## config.mk

```make
export PLATFORM = sky130hd
export DESIGN_NAME = heat_cool_relay_interlock
export DESIGN_NICKNAME = d
export VERILOG_FILES = /design/src/hw/rtl/hcri_pkg.sv /design/src/hw/rtl/hcri_regs.sv /design/src/hw/rtl/hcri_ctrl.sv /design/src/hw/rtl/heat_cool_relay_interlock.sv
export SDC_FILE = /design/constraint.sdc
export NUM_CORES = 1
export LEC_CHECK = 0
export ABC_AREA = 1
export BUFFER_PORTS_ARGS = -buffer_cell sky130_fd_sc_hd__buf_2
export CORE_UTILIZATION = 30
export CTS_CLUSTER_SIZE = 16
export DETAILED_ROUTE_END_ITERATION = 8
export PLACE_DENSITY = 0.56
export SLEW_MARGIN = 20
export SYNTH_ARGS = -nofsm -noshare
export SYNTH_HDL_FRONTEND = slang
export SYNTH_SLANG_ARGS = --single-unit
```

## constraint.sdc

```tcl
create_clock -name clk -period 11.8 [get_ports clk]
set_input_delay 1.77 -clock clk [delete_from_list [all_inputs] [get_ports clk]]
set_output_delay 1.77 -clock clk [all_outputs]
set_load 0.05 [all_outputs]
```

## src/hw/rtl/hcri_pkg.sv

```systemverilog
package hcri_pkg;

	// request codes
	localparam logic [1:0] OP_HEAT = 2'd0;
	localparam logic [1:0] OP_COOL = 2'd1;
	localparam logic [1:0] OP_IDLE = 2'd2;

	// operating modes
	localparam logic [1:0] MODE_IDLE = 2'd0;
	localparam logic [1:0] MODE_HEAT = 2'd1;
	localparam logic [1:0] MODE_COOL = 2'd2;

	localparam int TIME_W   = 32;
	localparam int LIMIT_W  = 24;
	localparam int CIDX_W   = 8;
	localparam int CDATA_W  = 32;

	// register indexes
	localparam logic [CIDX_W-1:0] REG_MIN_HEAT   = 8'd0;
	localparam logic [CIDX_W-1:0] REG_MAX_HEAT   = 8'd1;
	localparam logic [CIDX_W-1:0] REG_MIN_COOL   = 8'd2;
	localparam logic [CIDX_W-1:0] REG_MAX_COOL   = 8'd3;
	localparam logic [CIDX_W-1:0] REG_HEAT_GAP   = 8'd4;
	localparam logic [CIDX_W-1:0] REG_COOL_GAP   = 8'd5;
	localparam logic [CIDX_W-1:0] REG_H2C_GAP    = 8'd6;
	localparam logic [CIDX_W-1:0] REG_C2H_GAP    = 8'd7;

	// reset values
	localparam logic [LIMIT_W-1:0] RST_MIN_TIME = 24'd60;
	localparam logic [LIMIT_W-1:0] RST_MAX_TIME = 24'd3600;
	localparam logic [LIMIT_W-1:0] RST_GAP      = 24'd300;

	typedef struct packed {
		logic [1:0]        op;
		logic [TIME_W-1:0] now_seconds;
	} req_t;

	typedef struct packed {
		logic [1:0]        mode;
		logic              heat_relay;
		logic              cool_relay;
		logic [TIME_W-1:0] heat_runtime_total;
		logic [TIME_W-1:0] cool_runtime_total;
	} rsp_t;

	typedef struct packed {
		logic [LIMIT_W-1:0] heat_min_on;
		logic [LIMIT_W-1:0] heat_max_on;
		logic [LIMIT_W-1:0] cool_min_on;
		logic [LIMIT_W-1:0] cool_max_on;
		logic [LIMIT_W-1:0] heat_off_to_on_gap;
		logic [LIMIT_W-1:0] cool_off_to_on_gap;
		logic [LIMIT_W-1:0] heat_to_cool_gap;
		logic [LIMIT_W-1:0] cool_to_heat_gap;
	} cfg_t;

endpackage

```

## src/hw/rtl/hcri_regs.sv

```systemverilog
module hcri_regs (
	input  logic                        clk,
	input  logic                        arst_n,
	input  logic                        wr,
	input  logic [hcri_pkg::CIDX_W-1:0]  index,
	input  logic [hcri_pkg::CDATA_W-1:0] data,
	output hcri_pkg::cfg_t              cfg
);
	import hcri_pkg::*;

	cfg_t cfg_q;
	logic [LIMIT_W-1:0] val;

	assign val = data[LIMIT_W-1:0];
	assign cfg = cfg_q;

	always_ff @(posedge clk or negedge arst_n) begin
		if (!arst_n) begin
			cfg_q.heat_min_on        <= RST_MIN_TIME;
			cfg_q.heat_max_on        <= RST_MAX_TIME;
			cfg_q.cool_min_on        <= RST_MIN_TIME;
			cfg_q.cool_max_on        <= RST_MAX_TIME;
			cfg_q.heat_off_to_on_gap <= RST_GAP;
			cfg_q.cool_off_to_on_gap <= RST_GAP;
			cfg_q.heat_to_cool_gap   <= RST_GAP;
			cfg_q.cool_to_heat_gap   <= RST_GAP;
		end else if (wr) begin
			case (index)
				REG_MIN_HEAT: cfg_q.heat_min_on        <= val;
				REG_MAX_HEAT: cfg_q.heat_max_on        <= val;
				REG_MIN_COOL: cfg_q.cool_min_on        <= val;
				REG_MAX_COOL: cfg_q.cool_max_on        <= val;
				REG_HEAT_GAP: cfg_q.heat_off_to_on_gap <= val;
				REG_COOL_GAP: cfg_q.cool_off_to_on_gap <= val;
				REG_H2C_GAP:  cfg_q.heat_to_cool_gap   <= val;
				REG_C2H_GAP:  cfg_q.cool_to_heat_gap   <= val;
				default: ;
			endcase
		end
	end

endmodule

```

## src/hw/rtl/hcri_ctrl.sv

```systemverilog
module hcri_ctrl (
	input  logic           clk,
	input  logic           arst_n,
	input  logic           step,
	input  hcri_pkg::req_t req,
	input  hcri_pkg::cfg_t cfg,
	output hcri_pkg::rsp_t rsp
);
	import hcri_pkg::*;

	logic [1:0]        mode_q;
	logic [TIME_W-1:0] heat_on_q, heat_off_q, cool_on_q, cool_off_q;
	logic [TIME_W-1:0] heat_acc_q, cool_acc_q;

	logic [TIME_W-1:0] e_hon, e_hoff, e_con, e_coff;
	logic [TIME_W-1:0] heat_total, cool_total;
	logic              is_heat, is_cool, is_idle;
	logic              stop_heat, stop_cool, start_heat, start_cool;
	logic [1:0]        mode_nxt;

	always_comb begin
		e_hon  = req.now_seconds - heat_on_q;
		e_hoff = req.now_seconds - heat_off_q;
		e_con  = req.now_seconds - cool_on_q;
		e_coff = req.now_seconds - cool_off_q;

		is_heat = (mode_q == MODE_HEAT);
		is_cool = (mode_q == MODE_COOL);
		is_idle = (mode_q == MODE_IDLE);

		// a heat request stops heating only once past the max on time
		stop_heat = is_heat && (e_hon > {8'd0, cfg.heat_min_on}) &&
			((req.op == OP_COOL) || (req.op == OP_IDLE) ||
			 ((req.op == OP_HEAT) && (e_hon > {8'd0, cfg.heat_max_on})));
		stop_cool = is_cool && (e_con > {8'd0, cfg.cool_min_on}) &&
			((req.op == OP_HEAT) || (req.op == OP_IDLE) ||
			 ((req.op == OP_COOL) && (e_con > {8'd0, cfg.cool_max_on})));

		// changeover in the same beat never starts: a start needs idle mode, a stop needs heat or cool
		start_heat = is_idle && (req.op == OP_HEAT) &&
			(e_hoff > {8'd0, cfg.heat_off_to_on_gap}) &&
			(e_coff > {8'd0, cfg.cool_to_heat_gap});
		start_cool = is_idle && (req.op == OP_COOL) &&
			(e_coff > {8'd0, cfg.cool_off_to_on_gap}) &&
			(e_hoff > {8'd0, cfg.heat_to_cool_gap});

		if (stop_heat || stop_cool)
			mode_nxt = MODE_IDLE;
		else if (start_heat)
			mode_nxt = MODE_HEAT;
		else if (start_cool)
			mode_nxt = MODE_COOL;
		else
			mode_nxt = mode_q;

		// same sum whether the run continues or ends this beat
		heat_total = is_heat ? heat_acc_q + e_hon : heat_acc_q;
		cool_total = is_cool ? cool_acc_q + e_con : cool_acc_q;

		rsp.mode               = mode_nxt;
		rsp.heat_relay         = (mode_nxt == MODE_HEAT);
		rsp.cool_relay         = (mode_nxt == MODE_COOL);
		rsp.heat_runtime_total = heat_total;
		rsp.cool_runtime_total = cool_total;
	end

	always_ff @(posedge clk or negedge arst_n) begin
		if (!arst_n) begin
			mode_q     <= MODE_IDLE;
			heat_on_q  <= '0;
			heat_off_q <= '0;
			cool_on_q  <= '0;
			cool_off_q <= '0;
			heat_acc_q <= '0;
			cool_acc_q <= '0;
		end else if (step) begin
			mode_q <= mode_nxt;
			if (start_heat)
				heat_on_q <= req.now_seconds;
			if (start_cool)
				cool_on_q <= req.now_seconds;
			if (stop_heat) begin
				heat_off_q <= req.now_seconds;
				heat_acc_q <= heat_total;
			end
			if (stop_cool) begin
				cool_off_q <= req.now_seconds;
				cool_acc_q <= cool_total;
			end
		end
	end

endmodule

```

## src/hw/rtl/heat_cool_relay_interlock.sv

```systemverilog
// channel  | handshake             | payload
// ---------+-----------------------+---------------------------------
// req      | req_valid / req_ready | req  : op, now_seconds
// rsp      | rsp_valid / rsp_ready | rsp  : mode, relays, runtime totals
// cfg      | cfg_valid / cfg_ready | cfg_index, cfg_data (low 24 bits)
//
// One beat per cycle sustained while rsp_ready stays high; a request's result reaches rsp through
// the input register, then the state update and result register.
// The mode/stamp state advances as the input register moves into the result register.
// Reset: idle, all stamps and totals zero, limits at defaults. cfg_ready is always high.
// A stalled rsp holds the input register; req_ready drops only when both stages are full.
module heat_cool_relay_interlock (
	input  logic                         clk,
	input  logic                         arst_n,
	input  logic                         req_valid,
	output logic                         req_ready,
	input  hcri_pkg::req_t               req,
	output logic                         rsp_valid,
	input  logic                         rsp_ready,
	output hcri_pkg::rsp_t               rsp,
	input  logic                         cfg_valid,
	output logic                         cfg_ready,
	input  logic [hcri_pkg::CIDX_W-1:0]  cfg_index,
	input  logic [hcri_pkg::CDATA_W-1:0] cfg_data
);
	import hcri_pkg::*;

	cfg_t cfg;
	req_t req_s1;
	logic valid_s1;
	rsp_t rsp_nxt;
	rsp_t rsp_s2;
	logic valid_s2;
	logic adv;

	assign cfg_ready = 1'b1;
	assign adv       = valid_s1 && (!valid_s2 || rsp_ready);
	assign req_ready = !valid_s1 || adv;
	assign rsp_valid = valid_s2;
	assign rsp       = rsp_s2;

	hcri_regs u_regs (
		.clk    (clk),
		.arst_n (arst_n),
		.wr     (cfg_valid && cfg_ready),
		.index  (cfg_index),
		.data   (cfg_data),
		.cfg    (cfg)
	);

	hcri_ctrl u_ctrl (
		.clk    (clk),
		.arst_n (arst_n),
		.step   (adv),
		.req    (req_s1),
		.cfg    (cfg),
		.rsp    (rsp_nxt)
	);

	always_ff @(posedge clk or negedge arst_n) begin
		if (!arst_n) begin
			valid_s1 <= 1'b0;
			valid_s2 <= 1'b0;
		end else begin
			if (req_ready)
				valid_s1 <= req_valid;
			if (adv)
				valid_s2 <= 1'b1;
			else if (rsp_ready)
				valid_s2 <= 1'b0;
		end
	end

	always_ff @(posedge clk) begin
		if (req_valid && req_ready)
			req_s1 <= req;
		if (adv)
			rsp_s2 <= rsp_nxt;
	end

	a_relays_exclusive: assert property (@(posedge clk) disable iff (!arst_n)
		rsp_valid |-> !(rsp.heat_relay && rsp.cool_relay))
		else $error("both relays driven");

	a_relay_matches_mode: assert property (@(posedge clk) disable iff (!arst_n)
		rsp_valid |-> (rsp.heat_relay == (rsp.mode == MODE_HEAT)) &&
			(rsp.cool_relay == (rsp.mode == MODE_COOL)))
		else $error("relay drive disagrees with mode");

	a_backpressure_only_when_full: assert property (@(posedge clk) disable iff (!arst_n)
		!req_ready |-> valid_s1 && valid_s2 && !rsp_ready)
		else $error("req stalled without a full pipeline");

	a_advance_fills_output: assert property (@(posedge clk) disable iff (!arst_n)
		adv |=> valid_s2)
		else $error("advanced beat lost");

endmodule

```

======== After elaboration in Yosys (flattened, before gate mapping) ========
Cells that the tools add are included.
word-level totals
  output and inout port bits .............. 71
  logic and storage cells ................. 97
  register bits ........................... 490
  input port bits ......................... 79
operators by class
  order comparisons ....................... 8
  add/subtract/negate cells ............... 6
  equal/unequal tests ..................... 13
  multiplexer cells ....................... 7
  reductions and logical operators ........ 39
operators by type and width
  operator                                       count
  greater-than comparator 32 x 24 -> 1 bit       8
  subtractor 32 bit                              4
  adder 32 bit                                   2
  2-to-1 mux 32 bit                              2
  == test 8 x 3 -> 1 bit, second input constant  4
  AND reduction 2 bit                            12
  == test 8 x 2 -> 1 bit, second input constant  2
  logical AND 1 bit                              14
  == test 8 x 1 -> 1 bit, second input constant  1
  logical NOT 8 bit                              1
  logical OR 1 bit                               7
  == test 2 x 1 -> 1 bit, second input constant  3
  == test 2 bit, second input constant           3
  2-to-1 mux 2 bit                               3
  logical NOT 2 bit                              2
  logical NOT 1 bit                              2
  2-to-1 mux 1 bit                               2
  nonzero test 2 bit                             1

======== Depth between registers and ports, before layout ========
Gate-level depths: netlist of the first run.
  depth after elaboration ................. 8
  mapped depth ............................ 30
  mapped depth without buffers ............ 29

======== By module ========
Synthesis of the first run repeated with hierarchy kept, for this count alone.
second synthesis, totals
  cell total of the unflattened synthesis .. 5208
  area, all modules ....................... 36717.7 um^2
by module, submodules not included
  module                     cells each  seq. area each (um^2)  area an instance (um^2)  times used
  hcri_ctrl                  4211        4854.7                 25779.7                  1
  hcri_regs                  881         4844.6                 7768.7                   1
  heat_cool_relay_interlock  116         3113.0                 3169.3                   1

======== Worst setup path before layout of the first run ========
No wires, ideal clock.
  path kind ............................... in2reg
  start ................................... input rsp_ready
  end ..................................... register u_ctrl.heat_on_q[25]
  data required time ...................... 11.676 ns
  slack ................................... 7.439 ns
  stages .................................. 9
  arrival ................................. 4.238 ns
  cells stage by stage .................... inv_1 > nand2_1 > nand2_1 > buf_2 > inv_1 > nand2_4 > buf_4 > nor2_1 > a21oi_1
on the way
  word-level cells in the longest chain between the ends .. 3
RTL lines
  item                           line                             source
  start: declaration             heat_cool_relay_interlock.sv:19  input logic rsp_ready,
  logical OR 1 bit               heat_cool_relay_interlock.sv:37  assign adv = valid_s1 && (!valid_s2 || rsp_ready);
  logical AND 1 bit              heat_cool_relay_interlock.sv:37
  named net adv                  heat_cool_relay_interlock.sv:34  logic adv;
  AND reduction 2 bit (no line)  --
  end signal: assignment         hcri_ctrl.sv:79                  heat_on_q <= req.now_seconds;
  end: declaration               hcri_ctrl.sv:12                  logic [TIME_W-1:0] heat_on_q, heat_off_q, cool_on_q, cool_off_q;
The timed path passes the listed nets, and every way through them passes these cells.
A chain may end at the register's enable or synchronous reset.

======== Worst setup path after layout of the first run ========
  start ................................... register req_s1[0] (netlist name)
  end ..................................... register u_ctrl.heat_off_q[0]
on the way
  word-level cells in the longest chain between the ends .. 6
RTL lines
  item                                      line                             source
  start: declaration                        heat_cool_relay_interlock.sv:29  req_t req_s1;
  start signal: assignment                  heat_cool_relay_interlock.sv:76  req_s1 <= req;
  subtractor 32 bit                         hcri_ctrl.sv:22                  e_hon = req.now_seconds - heat_on_q;
  greater-than comparator 32 x 24 -> 1 bit  hcri_ctrl.sv:34                  ((req.op == OP_HEAT) && (e_hon > {8'd0, cfg.heat_max_on})));
  logical AND 1 bit                         hcri_ctrl.sv:34
  logical OR 1 bit                          hcri_ctrl.sv:33                  ((req.op == OP_COOL) || (req.op == OP_IDLE) ||
  logical AND 1 bit                         hcri_ctrl.sv:32                  stop_heat = is_heat && (e_hon > {8'd0, cfg.heat_min_on}) &&
  AND reduction 2 bit (no line)             --
  end signal: assignment                    hcri_ctrl.sv:83                  heat_off_q <= req.now_seconds;
  end: declaration                          hcri_ctrl.sv:12
Several ways; a longest one is shown, not always the timed one.

==> impl_metrics.csv, run 1 <==
group,metric,value,unit
worst_setup_path,regToRegEndpoint,"u_ctrl.heat_off_q[0]",
route,vias,31400,
worst_setup_path,crit_type,"register to register",
job,maxCapViolations,0,
timing,setup_tns,0,ns
power,p_leak,20.4,nW
route,routed_wl,112000,um
worst_setup_path,reg2reg_depth,27,
run_status,status,"finished, final reports clean",
synthesis,synth-compound-area-share,0.125,
timing,period_needed,6.06,ns
floorplanning,die_x,347,um
timing,rsz0062_at_grt,"no",
clocking,cts_root_buf,"clkbuf_16",
grt,grt-ovfl-total,0,
hold_path,hold_class,"register to register",
route,dr.pass1.iters,5,
grt,grt_pass1_wl,172000,um
clocking,clk_latency,0.70,ns
route,drtAntennaViolNets,0,
worst_setup_path,crit_required,12.41,ns
worst_setup_path,critPathLaunchType,"register",
synthesis,netlist_area,35800,um2
worst_setup_path,worstSetupEndpoint,"u_ctrl.heat_off_q[0]",
worst_setup_path,regToRegSetupSlack,5.74,ns
worst_setup_path,crit_path_end_kind,"register",
floorplanning,dieArea,121000,um2
power,fin_total_pwr,13.2,mW
synthesis,yosys.area_share.simple,0.246,
grt,antenna_found_initial,16,
clocking,cts-buffers-inserted,61,
grt,gr-usage-all-layers,0.185,
route,viasPerCell,4.69,
synthesis,synth_top_family_by_area,"simple AND/OR/NAND/NOR gates",
synthesis,synth_fa_ha_area_frac,0.136,
route,wl_per_cell,16.7,um
clocking,postCtsSetupBuffers,0,
grt,grt_pass1_vias,29800,
synthesis,syn_nets,5423,
synthesis,synth_ff_type,"dfrtp_1",
synthesis,synth_xor_xnor_area_share,0.0313,
power,peakVddDrop,0.000140,V
finish,drive_above_1_share,0.0808,
clocking,tritoncts,"yes",
timing,worst_pin_slew,1.06,ns
floorplanning,die_h,347,um
placement,place_inst,6579,
finish,fin_cells,6699,
synthesis,synth_edf_count,102,
clocking,cts.sinks,490,
placement,io_buffers,140,
power,p_per_area,327,nW/um2
synthesis,synthCells,4957,
synthesis,synth_async_sr_flop_share,0.792,
grt,grt_max_degree,160,
synthesis,yosysUniqueCellTypes,54,
placement,hpwl,84700,um
timing,drv_slew,0,
route,drtIter0Drc,2118,
route,drc,0,
clocking,ctsResizeCount,0,
timing,worst_slew_margin_rel,0.294,
clocking,clock_path_buffers,3,
synthesis,synthMuxAreaShare,0,
placement,place_congestion,0.918,
worst_setup_path,crit_start,"req_s1[0]",
clocking,hold_buffers,0,
synthesis,ys_ff_latch,490,
clocking,htreeDepth,2,
worst_setup_path,arrival,6.67,ns
timing,max_freq,165,MHz
clocking,clk_pin_slew,0.07,ns
timing,setup_violations,0,
hold_path,min_path_cells,2,
synthesis,ys_seq_area_frac,0.358,
timing,clock-skew-final,0.0346,ns
timing,timing.final.crit_share,0.514,
timing,hold_violations,0,
synthesis,ys_warn_count,0,
floorplanning,initial_core_util,0.303,
floorplanning,core-area,118000,um2
worst_setup_path,critPathMaxFanout,70,
synthesis,synth.avg_cell_area,7.22,um2
floorplanning,num_rows,126,
floorplanning,pin_count,150,
finish,area_growth_syn_to_layout,13.0,%
finish,fin_nets,5572,
worst_setup_path,r2r-start,"req_s1[0]",
layer usage:
metal	global-route usage	vias up	wire length (um)
met4	0.0571	6	3460
met3	0.0292	151	5880
met5	0	-	41
li1	-	16100	-
met2	0.285	648	47300
met1	0.264	14500	55100
layout by cell type, fill, tap and decap left out, types with 7 or more instances in the layout:
| cell type | n |
|---|---|
| nand4_1 | 31 |
| nor2_2 | 19 |
| nor4_1 | 13 |
| o21ai_0 | 402 |
| edfxtp_1 | 102 |
| nand3_1 | 162 |
| o21ai_2 | 14 |
| ha_1 | 381 |
| nand2_2 | 25 |
| xor2_1 | 77 |
| a21o_1 | 11 |
| buf_4 | 41 |
| a31oi_1 | 44 |
| clkbuf_16 | 63 |
| xnor2_1 | 51 |
| and3_1 | 7 |
| a21oi_1 | 293 |
| clkbuf_1 | 8 |
| nor3_1 | 29 |
| o21ai_1 | 38 |
| a21boi_0 | 7 |
| buf_2 | 139 |
| inv_1 | 849 |
| dfstp_2 | 32 |
| nand2_1 | 1490 |
| inv_2 | 8 |
| or2_2 | 18 |
| bufinv_16 | 7 |
| dfrtp_1 | 356 |
| o21bai_1 | 9 |
| nor2_1 | 307 |
| and2_1 | 12 |
| nand3b_1 | 14 |
| o21a_1 | 9 |
| clkinv_2 | 13 |
flip-flops by register name (all words and copies together) (netlist names):
signal	count
u_regs.cfg	192
rsp	68
req_s1	34
u_ctrl.cool_acc_q	32
u_ctrl.cool_off_q	32
u_ctrl.cool_on_q	32
u_ctrl.heat_acc_q	32
u_ctrl.heat_off_q	32
u_ctrl.heat_on_q	32
u_ctrl.mode_q	2
rsp_valid	1
valid_s1	1
final cells by class:
type,count,area [um2]
clock inverter,38,425
tap,1536,1920
fill,12700,77800
antenna,5,12.5
inverter,860,3230
sequential,490,12800
timing repair buffer,183,1060
multi-input combinational,3510,19300
clock buffer,77,1690
stage by stage:
| step | setup WS [ns] | area, um2 | hold WS (ns) | util |
|---|---|---|---|---|
| 5_1_grt | 5.22 | 40400 | 0.498 | 0.342 |
| 2_1_floorplan | 7.44 | 35800 | 0.453 | - |
| 3_5_place_dp | 5.62 | 38300 | 0.473 | 0.324 |
| 6_report | 5.74 | 40400 | 0.482 | 0.342 |
| 4_1_cts | 5.57 | 40400 | 0.488 | 0.342 |
| 3_3_place_gp | 5.72 | 38300 | 0.466 | 0.324 |
worst min-delay path by stage:
stage / startpoint / to / slack, ns
after floorplan: u_regs.cfg[101] / u_regs.cfg[101] / 0.45
after global placement: u_regs.cfg[64] / u_regs.cfg[64] / 0.47
after detailed placement: u_regs.cfg[73] / u_regs.cfg[73] / 0.47
after CTS: u_regs.cfg[108] / u_regs.cfg[108] / 0.49
after global routing: u_regs.cfg[101] / u_regs.cfg[101] / 0.50
final: u_regs.cfg[101] / u_regs.cfg[101] / 0.48
cells in the mapped netlist (7+ instances only):
cell / instances / share of area
nand2_1: 1491 / 0.16
inv_1: 851 / 0.089
o21ai_0: 402 / 0.056
ha_1: 381 / 0.13
dfrtp_1: 356 / 0.25
nor2_1: 309 / 0.032
a21oi_1: 293 / 0.041
nand3_1: 162 / 0.023
edfxtp_1: 102 / 0.086
xor2_1: 77 / 0.019
clkbuf_1: 64 / 0.0067
xnor2_1: 51 / 0.012
a31oi_1: 44 / 0.0077
o21ai_1: 38 / 0.0053
dfstp_2: 32 / 0.023
nand4_1: 31 / 0.0054
nor3_1: 29 / 0.0041
nand2_2: 24 / 0.0042
or2_2: 18 / 0.0031
nor2_2: 17 / 0.0030
buf_2: 16 / 0.0022
nand3b_1: 14 / 0.0029
nor4_1: 14 / 0.0024
o21ai_2: 14 / 0.0034
and2_1: 12 / 0.0021
a21o_1: 11 / 0.0023
buf_6: 9 / 0.0028
o21a_1: 9 / 0.0019
o21bai_1: 9 / 0.0019
buf_4: 8 / 0.0017
a21boi_0: 7 / 0.0015
and3_1: 7 / 0.0012
inv_2: 7 / 0.00073
worst max-delay path: stages (launching register included):
cell	delay, ns
edfxtp_1	0.43
inv_1	0.37
ha_1	0.23
inv_1	0.09
fa_1	0.43
nand3_1	0.11
nand3_2	0.11
nand2_1	0.08
nand2_1	0.08
nand2_1	0.06
nand2_1	0.13
xor2_1	0.38
ha_1	0.18
nand2_1	0.08
nor4_1	0.45
nand2_1	0.13
nand2_1	0.09
nand2_1	0.05
nand2_1	0.06
nand2_1	0.08
nand3_1	0.10
nand2_1	0.06
nand2_2	0.08
nand2_4	0.21
nor2_4	0.76
buf_4	0.67
nand2_1	0.26
nand2_1	0.13
power breakdown:
| part | switching [mW] | leakage (nW) | internal, mW | total (mW) |
|---|---|---|---|---|
| registers | 0.194 | 5.88 | 2.27 | 2.46 |
| clock network | 0.830 | 1.03 | 1.17 | 2.00 |
| logic | 5.76 | 13.5 | 2.99 | 8.75 |
| total | 6.79 | 20.4 | 6.43 | 13.2 |
cell families (layout without fill, tap and decap cells):
kind of cell | count (synthesis) | after routing
buffers and inverters | 957 | 1158
AOI/OAI and AO/OA | 843 | 843
and+or+nand+nor | 2151 | 2151
xor gates and xnor gates | 128 | 128
other | 1 | 6
DFF | 490 | 490
adders and majority gates | 387 | 387
(Power assumes the default switching activity.)
==> inputs of run 2 (changes only) <==
clock period = 6.3 ns   (was 11.8 ns; I/O delays follow)
==> impl_metrics.csv, run 2 (same netlist as run 1, synthesis figures left out) <==
group,metric,value,unit
floorplanning,die_x,347,um
grt,grt-ovfl-total,0,
grt,grt_pass1_wl,176000,um
power,p_leak,20.3,nW
power,p_per_area,615,nW/um2
clocking,clk_pin_slew,0.06,ns
placement,hpwl,87100,um
timing,setup_violations,0,
power,peakVddDrop,0.000261,V
finish,drive_above_1_share,0.0795,
route,drtAntennaViolNets,0,
worst_setup_path,crit_required,6.82,ns
floorplanning,core-area,118000,um2
finish,layout_commonest_cell,"nand2_1",
placement,io_buffers,140,
route,wl_per_cell,17.1,um
worst_setup_path,critPathMaxFanout,64,
worst_setup_path,slowest_delay,0.76,ns
grt,grt_pass1_vias,29600,
grt,antenna_found_initial,10,
placement,place_congestion,0.879,
timing,worst_pin_slew,1.08,ns
finish,finalInstanceArea,40300,um2
worst_setup_path,crit_path_cell_trace,"buf_4, ha_1, nand2_1, nor2_1, and2_1, nand2_1, nand2_1, xor2_1, ha_1, nand2_1, nor4b_1, nand2_1, nand2_1, nand2_1, nand2_1, nand2_1, nand3_1, nand2_1, nor2_2, nand2_4, nor2_1, a21oi_1",
clocking,cts.sinks,490,
route,drtIter0Drc,2132,
clocking,clock_path_buffers,3,
job,maxCapViolations,0,
clocking,cts_root_buf,"clkbuf_16",
timing,max_freq,184,MHz
timing,period_needed,5.43,ns
timing,drv_slew,0,
route,vias,31400,
floorplanning,num_rows,126,
timing,rsz0062_at_grt,"no",
hold_path,hold_class,"input pin to async pin",
clocking,ctsResizeCount,0,
finish,fin_nets,5567,
floorplanning,initial_core_util,0.303,
clocking,tritoncts,"yes",
grt,gr-usage-all-layers,0.189,
timing,setup_tns,0,ns
placement,placed_area,38300,um2
worst_setup_path,crit_type,"register to register",
grt,grt_max_degree,144,
clocking,htreeDepth,2,
route,viasPerCell,4.69,
timing,hold_violations,0,
run_status,status,"finished, final reports clean",
worst_setup_path,critPathBufInv,1,
floorplanning,pin_count,150,
finish,layout_common_cells,"1490 x nand2_1, 849 x inv_1, 402 x o21ai_0",
clocking,cts-buffers-inserted,61,
timing,worst_slew_margin_rel,0.272,
clocking,hold_buffers,0,
route,routed_wl,115000,um
worst_setup_path,arrival,5.95,ns
clocking,postCtsSetupBuffers,0,
worst_setup_path,critPathLaunchType,"register",
worst_setup_path,cpMostUsedCell,"nand2_1",
floorplanning,die_h,347,um
worst_setup_path,cpMaxStageDelayCell,"nor4b_1",
timing,clock-skew-final,0.0302,ns
finish,area_growth_syn_to_layout,12.7,%
route,drc,0,
worst_setup_path,cp_top_family,"simple AND/OR/NAND/NOR gates",
worst_setup_path,crit_path_end_kind,"register",
finish,largest_reg_flops,192,
route,dr.pass1.iters,5,
floorplanning,dieArea,121000,um2
clocking,clk_latency,0.69,ns
timing,timing.final.crit_share,0.861,
==> run 2: area by class of cell <==
cell class | count | area (um2)
Sequential cell | 490 | 12800
Fill cell | 12800 | 77900
Multi-Input combinational cell | 3510 | 19300
Clock buffer | 81 | 1680
Tap cell | 1536 | 1920
Clock inverter | 35 | 374
Inverter | 860 | 3230
Timing Repair Buffer | 178 | 1030
Antenna cell | 2 | 5.00
==> run 2: worst paths after layout <==
check	from	cells after the start	slack, ns	end
worst max-delay path	req_s1[13]	22	0.87	u_ctrl.heat_on_q[4]
worst min-delay path	arst_n	1	0.27	u_ctrl.cool_on_q[13]
worst max register to register	req_s1[13]	22	0.87	u_ctrl.heat_on_q[4]
min in group clk	req[18]	1	0.45	req_s1[18]
max in group asynchronous	arst_n	2	4.76	u_regs.cfg[149]
worst min register to register	u_regs.cfg[157]	2	0.48	u_regs.cfg[157]
==> run 2: layer usage <==
metal  track usage  up-vias  wire, um
met5             0        -         0
met4        0.0408        0      2410
met3        0.0232      114      5650
met2         0.295      652     49400
met1         0.277    14500     57200
li1              -    16100         -
==> run 2: power by group <==
part	leakage (nW)	switching (mW)	internal [mW]
clock	0.999	1.54	2.13
sequential	5.88	0.437	4.25
combinational	13.4	10.9	5.61
total	20.3	12.8	12.0
==> run 2: stage by stage <==
stage | instances | worst slack, ns | util | power [mW] | hold WS [ns]
final | 6692 | 0.874 | 0.341 | 24.8 | 0.272
after global routing | 6690 | 0.619 | 0.341 | 27.4 | 0.291
after CTS | 6690 | 1.02 | 0.341 | 24.9 | 0.246
after detailed placement | 6574 | 1.06 | 0.324 | 21.1 | 0.473
after global placement | 6574 | 1.08 | 0.324 | 20.9 | 0.466
after floorplan | 4957 | 2.46 | - | 16.8 | 0.453
